## src/rtl/dirty_rect_tracker_macros.svh

```systemverilog
// ----------------------------------------------------------------------------
// Dirty rectangle tracker assertion macros
// Concurrent property wrappers; compile to nothing under SYNTHESIS.
// ----------------------------------------------------------------------------
`ifndef DIRTY_RECT_TRACKER_MACROS_SVH
`define DIRTY_RECT_TRACKER_MACROS_SVH

`ifndef SYNTHESIS

`define DRT_ASSERT_SAME(label, clk, rst, ante, cons) \
   label: assert property (@(posedge clk) disable iff (rst) (ante) |-> (cons)) \
      else $error("dirty_rect_tracker: same-cycle property failed");

`define DRT_ASSERT_NEXT(label, clk, rst, ante, cons) \
   label: assert property (@(posedge clk) disable iff (rst) (ante) |=> (cons)) \
      else $error("dirty_rect_tracker: next-cycle property failed");

`else

`define DRT_ASSERT_SAME(label, clk, rst, ante, cons)

`define DRT_ASSERT_NEXT(label, clk, rst, ante, cons)

`endif

`endif

```

## src/rtl/drt_pkg.sv

```systemverilog
`timescale 1ns / 1ps
// ----------------------------------------------------------------------------
// Dirty rectangle tracker package
// Shared widths, operation and register codes, and record types.
// ----------------------------------------------------------------------------
package drt_pkg;

   localparam int COORD_W   = 14;
   localparam int IN_W      = 16;
   localparam int IDX_W     = 5;
   localparam int OP_W      = 2;
   localparam int CSR_IDX_W = 2;

   localparam logic [OP_W-1:0] OP_NOTE  = 2'd0;
   localparam logic [OP_W-1:0] OP_CLEAR = 2'd1;
   localparam logic [OP_W-1:0] OP_READ  = 2'd2;

   localparam logic [CSR_IDX_W-1:0] CSR_ENABLE = 2'd0;
   localparam logic [CSR_IDX_W-1:0] CSR_WIDTH  = 2'd1;
   localparam logic [CSR_IDX_W-1:0] CSR_HEIGHT = 2'd2;

   localparam logic [COORD_W-1:0] WIDTH_RESET  = 14'd640;
   localparam logic [COORD_W-1:0] HEIGHT_RESET = 14'd480;

   typedef struct packed {
      logic [OP_W-1:0]  op;
      logic [IN_W-2:0]  x0;
      logic [IN_W-2:0]  y0;
      logic [IN_W:0]    x1;
      logic [IN_W:0]    y1;
      logic             size_ok;
      logic [IDX_W-1:0] idx;
   } drt_item_type;

   typedef struct packed {
      logic [COORD_W-1:0] x;
      logic [COORD_W-1:0] y;
      logic [COORD_W-1:0] w;
      logic [COORD_W-1:0] h;
   } drt_entry_type;

   typedef struct packed {
      logic               valid;
      logic [COORD_W-1:0] left;
      logic [COORD_W-1:0] top;
      logic [COORD_W-1:0] width;
      logic [COORD_W-1:0] height;
   } drt_box_type;

   typedef struct packed {
      logic          keep;
      drt_entry_type rect;
      drt_box_type   box;
   } drt_geom_type;

endpackage

```

## src/rtl/drt_if.sv

```systemverilog
`timescale 1ns / 1ps
// ----------------------------------------------------------------------------
// Dirty rectangle tracker channels
// Valid/ready request and response channels with their payload fields.
// ----------------------------------------------------------------------------
interface drt_req_if;
   logic              valid;
   logic              ready;
   logic [1:0]        op;
   logic signed [15:0] rect_x;
   logic signed [15:0] rect_y;
   logic signed [15:0] rect_w;
   logic signed [15:0] rect_h;
   logic [4:0]        entry_index;

   modport source (output valid, op, rect_x, rect_y, rect_w, rect_h, entry_index,
                   input ready);
   modport sink (input valid, op, rect_x, rect_y, rect_w, rect_h, entry_index,
                 output ready);
endinterface

interface drt_rsp_if;
   logic        valid;
   logic        ready;
   logic        dirty_any;
   logic [13:0] union_x;
   logic [13:0] union_y;
   logic [13:0] union_w;
   logic [13:0] union_h;
   logic [5:0]  rect_count;
   logic        overflowed;
   logic        entry_valid;
   logic [13:0] entry_x;
   logic [13:0] entry_y;
   logic [13:0] entry_w;
   logic [13:0] entry_h;

   modport source (output valid, dirty_any, union_x, union_y, union_w, union_h,
                   rect_count, overflowed, entry_valid, entry_x, entry_y,
                   entry_w, entry_h,
                   input ready);
   modport sink (input valid, dirty_any, union_x, union_y, union_w, union_h,
                 rect_count, overflowed, entry_valid, entry_x, entry_y,
                 entry_w, entry_h,
                 output ready);
endinterface

```

## src/rtl/dirty_rect_tracker.sv

```systemverilog
`timescale 1ns / 1ps
// ----------------------------------------------------------------------------
// Dirty rectangle tracker
// Keeps a damage bounding box and a bounded list of clipped rectangles.
// ----------------------------------------------------------------------------
// Usage:
//   req_if carries one transaction per item: note a rectangle, clear all
//   tracking, or read a stored list entry. rsp_if returns exactly one
//   transaction per item with the box, the list count, the overflow flag and,
//   for a read, the stored entry.
//   csr_* writes tracking enable and screen size; write only while idle.
// Timing:
//   An accepted item is registered with its edge sums; the execute state then
//   clips, merges, and accesses the single-port-write list memory, and
//   registers the response valid. A new item is taken only in the idle state,
//   once the execute state for the previous item is done.
// Reset:
//   Synchronous; clears the box, count and overflow flag and restores the
//   registers. List memory is not cleared; only entries below the count read.
// Stall:
//   A waiting response holds; the next item is still taken but its update
//   waits in the execute state until the response is taken.
// ----------------------------------------------------------------------------
`include "dirty_rect_tracker_macros.svh"

module dirty_rect_tracker
   import drt_pkg::*;
#(
   parameter int RECT_CAPACITY = 32
)
(
   input  logic                 clock,
   input  logic                 reset,
   drt_req_if.sink              req_if,
   drt_rsp_if.source            rsp_if,
   input  logic                 csr_we,
   input  logic [CSR_IDX_W-1:0] csr_index,
   input  logic [COORD_W-1:0]   csr_wdata
);

   localparam int CW = $clog2(RECT_CAPACITY + 1);
   localparam int AW = (RECT_CAPACITY > 1) ? $clog2(RECT_CAPACITY) : 1;

   localparam logic ST_IDLE = 1'b0;
   localparam logic ST_EXEC = 1'b1;

   logic               state_ff,     state_in;
   logic               rsp_valid_ff, rsp_valid_in;
   logic               enable_ff,    enable_in;
   logic [COORD_W-1:0] scr_w_ff,     scr_w_in;
   logic [COORD_W-1:0] scr_h_ff,     scr_h_in;
   drt_box_type        box_ff,       box_in;
   logic [CW-1:0]      count_ff,     count_in;
   logic               ovf_ff,       ovf_in;
   logic               ent_valid_ff, ent_valid_in;
   drt_item_type       item_ff,      item_in;
   drt_entry_type      rd_data_ff;

   drt_entry_type      mem [RECT_CAPACITY];
   logic               wr_en;
   logic               rd_en;
   logic [AW-1:0]      rd_addr;
   logic [AW+4:0]      idx_wide;
   logic [CW+5:0]      count_wide;
   logic               accept;
   logic               done;
   logic               idx_hit;
   drt_geom_type       geom;

   drt_geom u_geom (
      .item       (item_ff),
      .enabled    (enable_ff),
      .width_lim  (scr_w_ff),
      .height_lim (scr_h_ff),
      .box        (box_ff),
      .geom       (geom)
   );

   assign req_if.ready = (state_ff == ST_IDLE);
   assign accept       = req_if.valid && req_if.ready;
   assign done         = (state_ff == ST_EXEC) && (!rsp_valid_ff || rsp_if.ready);
   assign idx_wide     = (AW + 5)'(item_ff.idx);
   assign rd_addr      = idx_wide[AW-1:0];
   assign idx_hit      = (CW + 5)'(item_ff.idx) < (CW + 5)'(count_ff);
   assign count_wide   = (CW + 6)'(count_ff);

   always_comb begin
      item_in.op      = req_if.op;
      item_in.x0      = req_if.rect_x[IN_W-1] ? '0 : req_if.rect_x[IN_W-2:0];
      item_in.y0      = req_if.rect_y[IN_W-1] ? '0 : req_if.rect_y[IN_W-2:0];
      item_in.x1      = 17'($signed({req_if.rect_x[IN_W-1], req_if.rect_x})
                          + $signed({req_if.rect_w[IN_W-1], req_if.rect_w}));
      item_in.y1      = 17'($signed({req_if.rect_y[IN_W-1], req_if.rect_y})
                          + $signed({req_if.rect_h[IN_W-1], req_if.rect_h}));
      item_in.size_ok = !req_if.rect_w[IN_W-1] && (req_if.rect_w != '0)
                        && !req_if.rect_h[IN_W-1] && (req_if.rect_h != '0);
      item_in.idx     = req_if.entry_index;
   end

   always_comb begin
      state_in     = state_ff;
      rsp_valid_in = rsp_valid_ff;
      enable_in    = enable_ff;
      scr_w_in     = scr_w_ff;
      scr_h_in     = scr_h_ff;
      box_in       = box_ff;
      count_in     = count_ff;
      ovf_in       = ovf_ff;
      ent_valid_in = ent_valid_ff;
      wr_en        = 1'b0;
      rd_en        = 1'b0;

      if (csr_we) begin
         case (csr_index)
            CSR_ENABLE: enable_in = csr_wdata[0];
            CSR_WIDTH:  scr_w_in  = csr_wdata;
            CSR_HEIGHT: scr_h_in  = csr_wdata;
            default: ;
         endcase
      end

      if (rsp_if.ready) begin
         rsp_valid_in = 1'b0;
      end

      case (state_ff)
         ST_IDLE: begin
            if (accept) begin
               state_in = ST_EXEC;
            end
         end
         ST_EXEC: begin
            if (done) begin
               state_in     = ST_IDLE;
               rsp_valid_in = 1'b1;
               ent_valid_in = 1'b0;
               case (item_ff.op)
                  OP_NOTE: begin
                     if (geom.keep) begin
                        box_in = geom.box;
                        if (!ovf_ff) begin
                           if (count_ff < CW'(RECT_CAPACITY)) begin
                              wr_en    = 1'b1;
                              count_in = count_ff + CW'(1);
                           end else begin
                              ovf_in   = 1'b1;
                              count_in = '0;
                           end
                        end
                     end
                  end
                  OP_CLEAR: begin
                     box_in   = '0;
                     count_in = '0;
                     ovf_in   = 1'b0;
                  end
                  OP_READ: begin
                     rd_en        = 1'b1;
                     ent_valid_in = idx_hit;
                  end
                  default: ;
               endcase
            end
         end
         default: state_in = ST_IDLE;
      endcase
   end

   always_ff @(posedge clock) begin
      if (reset) begin
         state_ff     <= ST_IDLE;
         rsp_valid_ff <= 1'b0;
         enable_ff    <= 1'b0;
         scr_w_ff     <= WIDTH_RESET;
         scr_h_ff     <= HEIGHT_RESET;
         box_ff       <= '0;
         count_ff     <= '0;
         ovf_ff       <= 1'b0;
         ent_valid_ff <= 1'b0;
      end else begin
         state_ff     <= state_in;
         rsp_valid_ff <= rsp_valid_in;
         enable_ff    <= enable_in;
         scr_w_ff     <= scr_w_in;
         scr_h_ff     <= scr_h_in;
         box_ff       <= box_in;
         count_ff     <= count_in;
         ovf_ff       <= ovf_in;
         ent_valid_ff <= ent_valid_in;
      end
   end

   always_ff @(posedge clock) begin
      if (accept) begin
         item_ff <= item_in;
      end
   end

   always_ff @(posedge clock) begin
      if (wr_en) begin
         mem[count_ff[AW-1:0]] <= geom.rect;
      end
      if (rd_en) begin
         rd_data_ff <= mem[rd_addr];
      end
   end

   assign rsp_if.valid       = rsp_valid_ff;
   assign rsp_if.dirty_any   = box_ff.valid;
   assign rsp_if.union_x     = box_ff.left;
   assign rsp_if.union_y     = box_ff.top;
   assign rsp_if.union_w     = box_ff.width;
   assign rsp_if.union_h     = box_ff.height;
   assign rsp_if.rect_count  = count_wide[5:0];
   assign rsp_if.overflowed  = ovf_ff;
   assign rsp_if.entry_valid = ent_valid_ff;
   assign rsp_if.entry_x     = ent_valid_ff ? rd_data_ff.x : '0;
   assign rsp_if.entry_y     = ent_valid_ff ? rd_data_ff.y : '0;
   assign rsp_if.entry_w     = ent_valid_ff ? rd_data_ff.w : '0;
   assign rsp_if.entry_h     = ent_valid_ff ? rd_data_ff.h : '0;

   `DRT_ASSERT_SAME(a_count_bound, clock, reset, 1'b1, count_ff <= CW'(RECT_CAPACITY))
   `DRT_ASSERT_SAME(a_ovf_empty, clock, reset, ovf_ff, count_ff == '0)
   `DRT_ASSERT_SAME(a_box_idle, clock, reset, !box_ff.valid, box_ff == '0)
   `DRT_ASSERT_NEXT(a_accept_exec, clock, reset, accept, state_ff == ST_EXEC && !req_if.ready)

endmodule

```

## src/rtl/drt_geom.sv

```systemverilog
`timescale 1ns / 1ps
// ----------------------------------------------------------------------------
// Dirty rectangle geometry
// Clips a registered note against the screen and merges it into the box.
// ----------------------------------------------------------------------------
module drt_geom
   import drt_pkg::*;
(
   input  drt_item_type       item,
   input  logic               enabled,
   input  logic [COORD_W-1:0] width_lim,
   input  logic [COORD_W-1:0] height_lim,
   input  drt_box_type        box,
   output drt_geom_type       geom
);

   logic signed [IN_W:0] x1_clip;
   logic signed [IN_W:0] y1_clip;
   logic [COORD_W-1:0]   l;
   logic [COORD_W-1:0]   t;
   logic [COORD_W-1:0]   r;
   logic [COORD_W-1:0]   b;
   logic [COORD_W:0]     box_r;
   logic [COORD_W:0]     box_b;
   logic [COORD_W:0]     new_r;
   logic [COORD_W:0]     new_b;
   logic [COORD_W-1:0]   new_l;
   logic [COORD_W-1:0]   new_t;
   logic [COORD_W:0]     span_w;
   logic [COORD_W:0]     span_h;

   always_comb begin
      x1_clip = $signed(item.x1);
      if ($signed(item.x1) > $signed({3'b000, width_lim})) begin
         x1_clip = $signed({3'b000, width_lim});
      end
      y1_clip = $signed(item.y1);
      if ($signed(item.y1) > $signed({3'b000, height_lim})) begin
         y1_clip = $signed({3'b000, height_lim});
      end

      l = item.x0[COORD_W-1:0];
      t = item.y0[COORD_W-1:0];
      r = x1_clip[COORD_W-1:0];
      b = y1_clip[COORD_W-1:0];

      geom.keep = enabled && item.size_ok
                  && ($signed({2'b00, item.x0}) < x1_clip)
                  && ($signed({2'b00, item.y0}) < y1_clip);
      geom.rect.x = l;
      geom.rect.y = t;
      geom.rect.w = r - l;
      geom.rect.h = b - t;

      box_r = {1'b0, box.left} + {1'b0, box.width};
      box_b = {1'b0, box.top} + {1'b0, box.height};
      new_l = (l < box.left) ? l : box.left;
      new_t = (t < box.top) ? t : box.top;
      new_r = ({1'b0, r} > box_r) ? {1'b0, r} : box_r;
      new_b = ({1'b0, b} > box_b) ? {1'b0, b} : box_b;
      span_w = new_r - {1'b0, new_l};
      span_h = new_b - {1'b0, new_t};

      geom.box.valid = 1'b1;
      if (box.valid) begin
         geom.box.left   = new_l;
         geom.box.top    = new_t;
         geom.box.width  = span_w[COORD_W-1:0];
         geom.box.height = span_h[COORD_W-1:0];
      end else begin
         geom.box.left   = l;
         geom.box.top    = t;
         geom.box.width  = r - l;
         geom.box.height = b - t;
      end
   end

endmodule
```

## src/flat_wrapper.sv

```systemverilog
// flat-port wrapper written by rule: the top's interface ports become plain ports
module dirty_rect_tracker_flat import drt_pkg::*;
#(
   parameter int RECT_CAPACITY = 32
)
  (clock, reset, csr_we, csr_index, csr_wdata, req_if_valid, req_if_op, req_if_rect_x, req_if_rect_y, req_if_rect_w, req_if_rect_h, req_if_entry_index, req_if_ready, rsp_if_valid, rsp_if_dirty_any, rsp_if_union_x, rsp_if_union_y, rsp_if_union_w, rsp_if_union_h, rsp_if_rect_count, rsp_if_overflowed, rsp_if_entry_valid, rsp_if_entry_x, rsp_if_entry_y, rsp_if_entry_w, rsp_if_entry_h, rsp_if_ready);
  drt_req_if req_if_i ();
  drt_rsp_if rsp_if_i ();
  input  logic clock;
  input  logic reset;
  input  logic csr_we;
  input  logic [CSR_IDX_W-1:0] csr_index;
  input  logic [COORD_W-1:0] csr_wdata;
  input wire logic [$bits(req_if_i.valid)-1:0] req_if_valid;
  input wire logic [$bits(req_if_i.op)-1:0] req_if_op;
  input wire logic [$bits(req_if_i.rect_x)-1:0] req_if_rect_x;
  input wire logic [$bits(req_if_i.rect_y)-1:0] req_if_rect_y;
  input wire logic [$bits(req_if_i.rect_w)-1:0] req_if_rect_w;
  input wire logic [$bits(req_if_i.rect_h)-1:0] req_if_rect_h;
  input wire logic [$bits(req_if_i.entry_index)-1:0] req_if_entry_index;
  output wire logic [$bits(req_if_i.ready)-1:0] req_if_ready;
  output wire logic [$bits(rsp_if_i.valid)-1:0] rsp_if_valid;
  output wire logic [$bits(rsp_if_i.dirty_any)-1:0] rsp_if_dirty_any;
  output wire logic [$bits(rsp_if_i.union_x)-1:0] rsp_if_union_x;
  output wire logic [$bits(rsp_if_i.union_y)-1:0] rsp_if_union_y;
  output wire logic [$bits(rsp_if_i.union_w)-1:0] rsp_if_union_w;
  output wire logic [$bits(rsp_if_i.union_h)-1:0] rsp_if_union_h;
  output wire logic [$bits(rsp_if_i.rect_count)-1:0] rsp_if_rect_count;
  output wire logic [$bits(rsp_if_i.overflowed)-1:0] rsp_if_overflowed;
  output wire logic [$bits(rsp_if_i.entry_valid)-1:0] rsp_if_entry_valid;
  output wire logic [$bits(rsp_if_i.entry_x)-1:0] rsp_if_entry_x;
  output wire logic [$bits(rsp_if_i.entry_y)-1:0] rsp_if_entry_y;
  output wire logic [$bits(rsp_if_i.entry_w)-1:0] rsp_if_entry_w;
  output wire logic [$bits(rsp_if_i.entry_h)-1:0] rsp_if_entry_h;
  input wire logic [$bits(rsp_if_i.ready)-1:0] rsp_if_ready;
  assign req_if_i.valid = req_if_valid;
  assign req_if_i.op = req_if_op;
  assign req_if_i.rect_x = req_if_rect_x;
  assign req_if_i.rect_y = req_if_rect_y;
  assign req_if_i.rect_w = req_if_rect_w;
  assign req_if_i.rect_h = req_if_rect_h;
  assign req_if_i.entry_index = req_if_entry_index;
  assign req_if_ready = req_if_i.ready;
  assign rsp_if_valid = rsp_if_i.valid;
  assign rsp_if_dirty_any = rsp_if_i.dirty_any;
  assign rsp_if_union_x = rsp_if_i.union_x;
  assign rsp_if_union_y = rsp_if_i.union_y;
  assign rsp_if_union_w = rsp_if_i.union_w;
  assign rsp_if_union_h = rsp_if_i.union_h;
  assign rsp_if_rect_count = rsp_if_i.rect_count;
  assign rsp_if_overflowed = rsp_if_i.overflowed;
  assign rsp_if_entry_valid = rsp_if_i.entry_valid;
  assign rsp_if_entry_x = rsp_if_i.entry_x;
  assign rsp_if_entry_y = rsp_if_i.entry_y;
  assign rsp_if_entry_w = rsp_if_i.entry_w;
  assign rsp_if_entry_h = rsp_if_i.entry_h;
  assign rsp_if_i.ready = rsp_if_ready;
  dirty_rect_tracker #(.RECT_CAPACITY(RECT_CAPACITY)) u_core (.clock(clock), .reset(reset), .req_if(req_if_i), .rsp_if(rsp_if_i), .csr_we(csr_we), .csr_index(csr_index), .csr_wdata(csr_wdata));
endmodule
```

## config.mk

```make
export PLATFORM = sky130hd
export DESIGN_NAME = dirty_rect_tracker_flat
export DESIGN_NICKNAME = d
export VERILOG_FILES = /design/src/rtl/drt_pkg.sv /design/src/rtl/drt_if.sv /design/src/rtl/dirty_rect_tracker.sv /design/src/rtl/drt_geom.sv /design/src/flat_wrapper.sv
export VERILOG_INCLUDE_DIRS = /design/src /design/src/rtl
export SDC_FILE = /design/constraint.sdc
export NUM_CORES = 2
export LEC_CHECK = 0
export ABC_AREA = 1
export BUFFER_PORTS_ARGS = -buffer_cell sky130_fd_sc_hd__buf_2
export CAP_MARGIN = 20
export CORE_MARGIN = 1
export CORE_UTILIZATION = 52
export CTS_CLUSTER_DIAMETER = 80
export CTS_CLUSTER_SIZE = 10
export DETAILED_ROUTE_END_ITERATION = 10
export PLACE_DENSITY = 0.75
export SETUP_SLACK_MARGIN = 0.02
export SLEW_MARGIN = 10
export SYNTH_ARGS = -nofsm -noshare
export SYNTH_HDL_FRONTEND = slang
export SYNTH_SLANG_ARGS = --single-unit
```

## constraint.sdc

```tcl
create_clock -name clock -period 9.25 [get_ports clock]
set_input_delay 0.4625 -clock clock [delete_from_list [all_inputs] [get_ports clock]]
set_output_delay 0.4625 -clock clock [all_outputs]
set_load 0.02 [all_outputs]
```

# After elaboration in Yosys (flattened, before gate mapping)
# Memory sizes are Yosys's and may differ from the RTL's. A register that Yosys moved wholly into a read port is not among the register bits.
# Cells that the tools add are included.
# classes
add_sub_neg	9
div	0
reduce_logical	23
n_eq_ne	6
mux	39
order_cmp	10
n_bitwise	1
n_mul	0
shifts	0
# op_table
operator	n
57-bit one-hot mux with 2 select lines	1
14-bit 2-to-1 mux	8
57-bit 2-to-1 mux	1
56-bit 2-to-1 mux	1
14-bit subtractor	4
16-bit by 16-bit adder with 17-bit output	2
17-bit by 15-bit greater-than comparator with 1-bit output	2
16-bit by 17-bit less-than comparator with 1-bit output	2
17-bit 2-to-1 mux	2
16-bit nonzero test	2
14-bit by 14-bit adder with 15-bit output	2
14-bit by 15-bit greater-than comparator with 1-bit output	2
14-bit less-than comparator	2
1-bit 2-to-1 mux	20
6-bit 2-to-1 mux	3
6-bit one-hot mux with 2 select lines	1
1-bit logical AND	8
2-bit AND reduction	4
6-bit by 1-bit adder with 6-bit output, second input constant	1
5-bit by 6-bit less-than comparator with 1-bit output	1
6-bit less-than comparator, second input constant	1
5-bit AND reduction	1
2-bit by 1-bit == test with 1-bit output, second input constant	2
2-bit == test, second input constant	2
9 further kinds	13
# word_totals
mem_bits_rw	1792
input_bits	92
output_inout_bits	123
rom_bits	0
latchBits	0
mem_count	1
register_bits	168
word_cells	109
# memory_table
memory	depth	width	read_ports	rd_clocked_by_memory_dff	write_ports	line	text
u_core.mem	32	56	1	1	1	dirty_rect_tracker.sv:59	drt_entry_type mem [RECT_CAPACITY];

# Longest topological paths before layout
# depth
depth_word	11
depth_mapped	46
mapped_depth_nobuf	44

# Modules after synthesis
# From an unflattened synthesis, not the netlist that was laid out.
# unflattened
cells_unflattened	8689
hier_area_um2	90775.8
# modules_own_cells
mod	seq_area_each_um2	cells_each	area_each_um2	instances
dirty_rect_tracker	59577.1	7234	82308.9	1
drt_geom	0.0	1455	8466.9	1

# Worst setup path after synthesis
# Ideal clock, no wire load.
# synth_path
path_type	flip-flop to flip-flop
startpoint	register u_core.item_ff[8] (netlist bit)
endpoint	memory u_core.mem[0][0] (netlist bit), enable pin
path_stages_with_launch	27
t_arrival_ns	6.136
path_buffers	2
slack_ns	2.644
setup_time_ns	0.470
synth_period_minus_slack_ns	6.606
required_ns	8.780
path_cell_list	edfxtp_1 -> ha_1 -> nand2_1 -> inv_1 -> o311ai_0 -> a21oi_1 -> o21ai_0 -> nand3_1 -> nand2_1 -> clkbuf_1 -> nand2_1 -> o21ai_0 -> ha_1 -> nand2_1 -> inv_1 -> a21oi_1 -> nand4_1 -> nand2_1 -> nand2_1 -> nand3_1 -> nand2_1 -> nor3_1 -> nand4_2 -> nor2_4 -> buf_6 -> nand3_4 -> nor2_1
# synth_between
elab_chain_cells	10
# synth_rtl
element	line	text
start, declared	dirty_rect_tracker.sv:56	drt_item_type item_ff, item_in;
start signal, assigned	dirty_rect_tracker.sv:195	item_ff <= item_in;
17-bit by 15-bit greater-than comparator with 1-bit output	drt_geom.sv:38	if ($signed(item.y1) > $signed({3'b000, height_lim})) begin
17-bit 2-to-1 mux (*)	drt_geom.sv:38	
16-bit by 17-bit less-than comparator with 1-bit output (*)	drt_geom.sv:49	&& ($signed({2'b00, item.y0}) < y1_clip);
1-bit logical AND (*)	drt_geom.sv:49	
1-bit 2-to-1 mux (*)	dirty_rect_tracker.sv:139	if (geom.keep) begin
1-bit 2-to-1 mux (*)	dirty_rect_tracker.sv:137	case (item_ff.op)
1-bit 2-to-1 mux (*)	dirty_rect_tracker.sv:133	if (done) begin
1-bit 2-to-1 mux (*)	dirty_rect_tracker.sv:126	case (state_ff)
1-bit 2-to-1 mux (*)	dirty_rect_tracker.sv:200	if (wr_en) begin
1-bit 2-to-1 mux (implied by the code) (*)	dirty_rect_tracker.sv:201	mem[count_ff[AW-1:0]] <= geom.rect;
end, declared	dirty_rect_tracker.sv:59	
# Mark *: on every way between the ends. The rest lies on a longest branch, timed or not.

# Worst setup path in the final report
# layout_path
startpoint	register u_core.item_ff[8] (netlist bit)
endpoint	memory u_core.mem[31][22] (netlist bit), enable pin
# Same word-level chain as after synthesis.

==> reports/qor.txt <==
Outcome: complete, no violations
Post-synth top area cell: edfxtp_1
DPL Wire Length: 153000 um
Design Area, Final: 96600 um2
Layout area overhead: 12.2%
Final worst setup slack: 1.78 ns
Final non-filler cell total: 9504
Worst clock skew: 0.0763 ns
Post-synthesis area per instance: 12.2 um2
Global-route usage over all layers: 30.1%
Die Y: 409 um
Critical Path Fanout Max: 35
Leak: 33.1 nW
Hold Crit Class: input pin to flop
Die span in x: 409 um
Share of synthesized registers carrying an async set or reset: 0%
Flops & latches, synth: 2016
Initial DRC count: 9287
Slew @ Worst Pin: 1.26 ns
Drt wl/cell: 27.1 um
Worst Hold Slack: 0.0381 ns
Worst Setup Path Type: flop to flop
Final Setup Violations: 0
RD Place Congestion: 0.929
Mapped Cells: 7077
Post-synth net total: 7406
CTS sink count: 2016
Cells after DPL: 9159
Fin crit period: 7.47 ns
Skew-Pair Late Insertion Delay: 0.86 ns
Final Cycle Share: 80.8%
Sum of negative setup slack: 0 ns
Power per cell area: 220 nW/um2
Sequential fraction of the synthesis area: 69.2%
Max Cap Viol: 0
Post-synth EDFFs: 1920
IR drop worst, VDD: 203 uV
Top-area cell type share of the netlist area: 67.0%
Mapped Area: 86100 um2
Post-DP Area: 89900 um2
CTS tree: yes
Yosys warns: 0
CP required: 9.73 ns
Post-synth top cells: edfxtp_1, nor2_1, o21ai_0
Vias: 60900
Reg clk slew, reported paths: 0.07 ns
CP Launch Type: flop
H-tree depth: 4
Vias/cell: 6.41
Rows: 148
Slew HR: 16.1%
Initial antenna violation count: 14
Number of global-route vias before repair: 58100
Port bufs: 214
Synth cell types: 53
Crit path capture type: flop
Largest net degree at the start of global routing: 195
Slew Limit Fails: 0
Remaining Overflow, GRT: 0
Die area: 167000 um2
Ys flop type: edfxtp_1
Share of cells above drive strength 1: 9.22%
Most numerous cell in the Yosys netlist: edfxtp_1
Setup WS pre-CTS: 1.83 ns
Core Area: 164000 um2
DRT Pass-1 Iters: 8
Drt drc: 0
# IOs: 215
Post-CTS Resized: 0
Root Buffer: clkbuf_16
Nets: 7596
Hold Violations, Final: 0
RSZ-0062 raised after global routing: false
Clock Path Buffers: 3
Top cells by area, synth: edfxtp_1, o21ai_0, nor2_1
Crit path DAT: 7.95 ns
First-pass GRT wire length: 375000 um
FMAX: 134 MHz
Post-DRT Antenna Nets: 0
Post-CTS Setup Bufs: 0
Initial Utilization: 52.6%
Final wirelength: 257000 um
CTS Buf Count: 222
==> stage by stage <==
step	util [%]	total power [mW]
6_report	59.1	21.3
5_1_grt	59.1	21.8
4_1_cts	59.0	21.2
3_5_place_dp	55.0	13.6
3_3_place_gp	54.9	13.5
2_1_floorplan	-	12.3
==> kinds of logic after synthesis <==
| family | after synthesis | synth area share (%) |
|---|---|---|
| and+or+nand+nor | 1945 | 9.07 |
| DFF | 2016 | 69.2 |
| buffers and inverters | 792 | 3.51 |
| AOI/OAI and AO/OA | 1997 | 13.8 |
| adders and majority gates | 237 | 3.52 |
| xor gates and xnor gates | 90 | 0.916 |
==> layout make-up <==
class / count / area, um2
Antenna cell: 4 / 10.0
Clock buffer: 262 / 5740
Clock inverter: 20 / 329
Fill cell: 12400 / 66900
Inverter: 348 / 1340
Multi-Input combinational cell: 4269 / 23900
Sequential cell: 2016 / 59600
Tap cell: 2175 / 2720
Timing Repair Buffer: 410 / 2980
==> state kept, by name, summed over array words and instances (netlist names), 6 cells and up <==
| signal | flops |
|---|---|
| u_core.rsp_if.union_x | 14 |
| u_core.scr_w_ff | 14 |
| u_core.rsp_if.union_w | 14 |
| u_core.rsp_if.union_y | 14 |
| u_core.rd_data_ff | 56 |
| u_core.mem | 1792 |
| u_core.rsp_if.union_h | 14 |
| u_core.item_ff | 67 |
| u_core.scr_h_ff | 14 |
| u_core.rsp_if.rect_count | 6 |
==> worst paths after layout <==
path / startpoint / endpoint / slack [ns] / depth (start not counted)
setup / recovery: u_core.item_ff[8]$_DFFE_PP_ / u_core.mem[31][22]$_DFFE_PP_ / 1.78 / 24
hold / removal: req_if_rect_x[10] / u_core.item_ff[65]$_SDFFCE_PP0P_ / 0.04 / 3
setup reg to reg: u_core.item_ff[8]$_DFFE_PP_ / u_core.mem[31][22]$_DFFE_PP_ / 1.78 / 24
hold reg to reg: u_core.scr_h_ff[0]$_SDFFE_PP0P_ / u_core.scr_h_ff[0]$_SDFFE_PP0P_ / 0.48 / 2
==> metal layers <==
layer / part of all wire (%) / GRT usage [%] / vias up
met3: 13 / 7.22 / 629
met5: 0.023 / 0 / -
met2: 45 / 46.4 / 4273
met4: 5.1 / 14.2 / 10
met1: 37 / 40.4 / 29600
li1: - / - / 26400
==> cells in the final DEF, fill, tap and decap left out, types with 188 or more instances in the layout <==
cell type and instances:
o221ai_1 333, clkbuf_16 223, o21ai_0 1137, nor2_1 1120, a21oi_1 224, buf_2 214
ha_1 229, inv_1 337, edfxtp_1 1920, nand2_1 522, nand3_1 188
==> where the power goes <==
group / internal (mW) / switching, mW
Sequential: 10.6 / 0.0333
Clock: 4.32 / 3.43
Combinational: 0.682 / 2.25
Total: 15.6 / 5.71
==> worst max-delay path: stages (launching register included) <==
cell      delay [ns]
edfxtp_1        0.39
ha_1            0.32
nand2_1         0.10
nor2_1          0.04
o311ai_0        0.31
a21oi_1         0.14
o21ai_0         0.17
nand3_1         0.11
nand2_1         0.65
o21ai_0         0.44
ha_1            0.51
nand2_1         0.17
inv_1           0.07
a21oi_1         0.15
nand4_1         0.14
nand2_1         0.08
nand2_1         0.05
nand3_1         0.07
nand2_1         0.05
nor3_1          0.38
nand4_2         0.25
nor2_4          0.80
nand3_4         0.44
nor2_4          0.82
buf_12          0.38
==> what timing repair did <==
item / in CTS / in global routing
endpoints found under the hold margin: 54 / 0
hold buffers: 56 / 0
setup endpoints to repair: 0 / 0
Note: power is estimated with default switching activity, not from simulation.
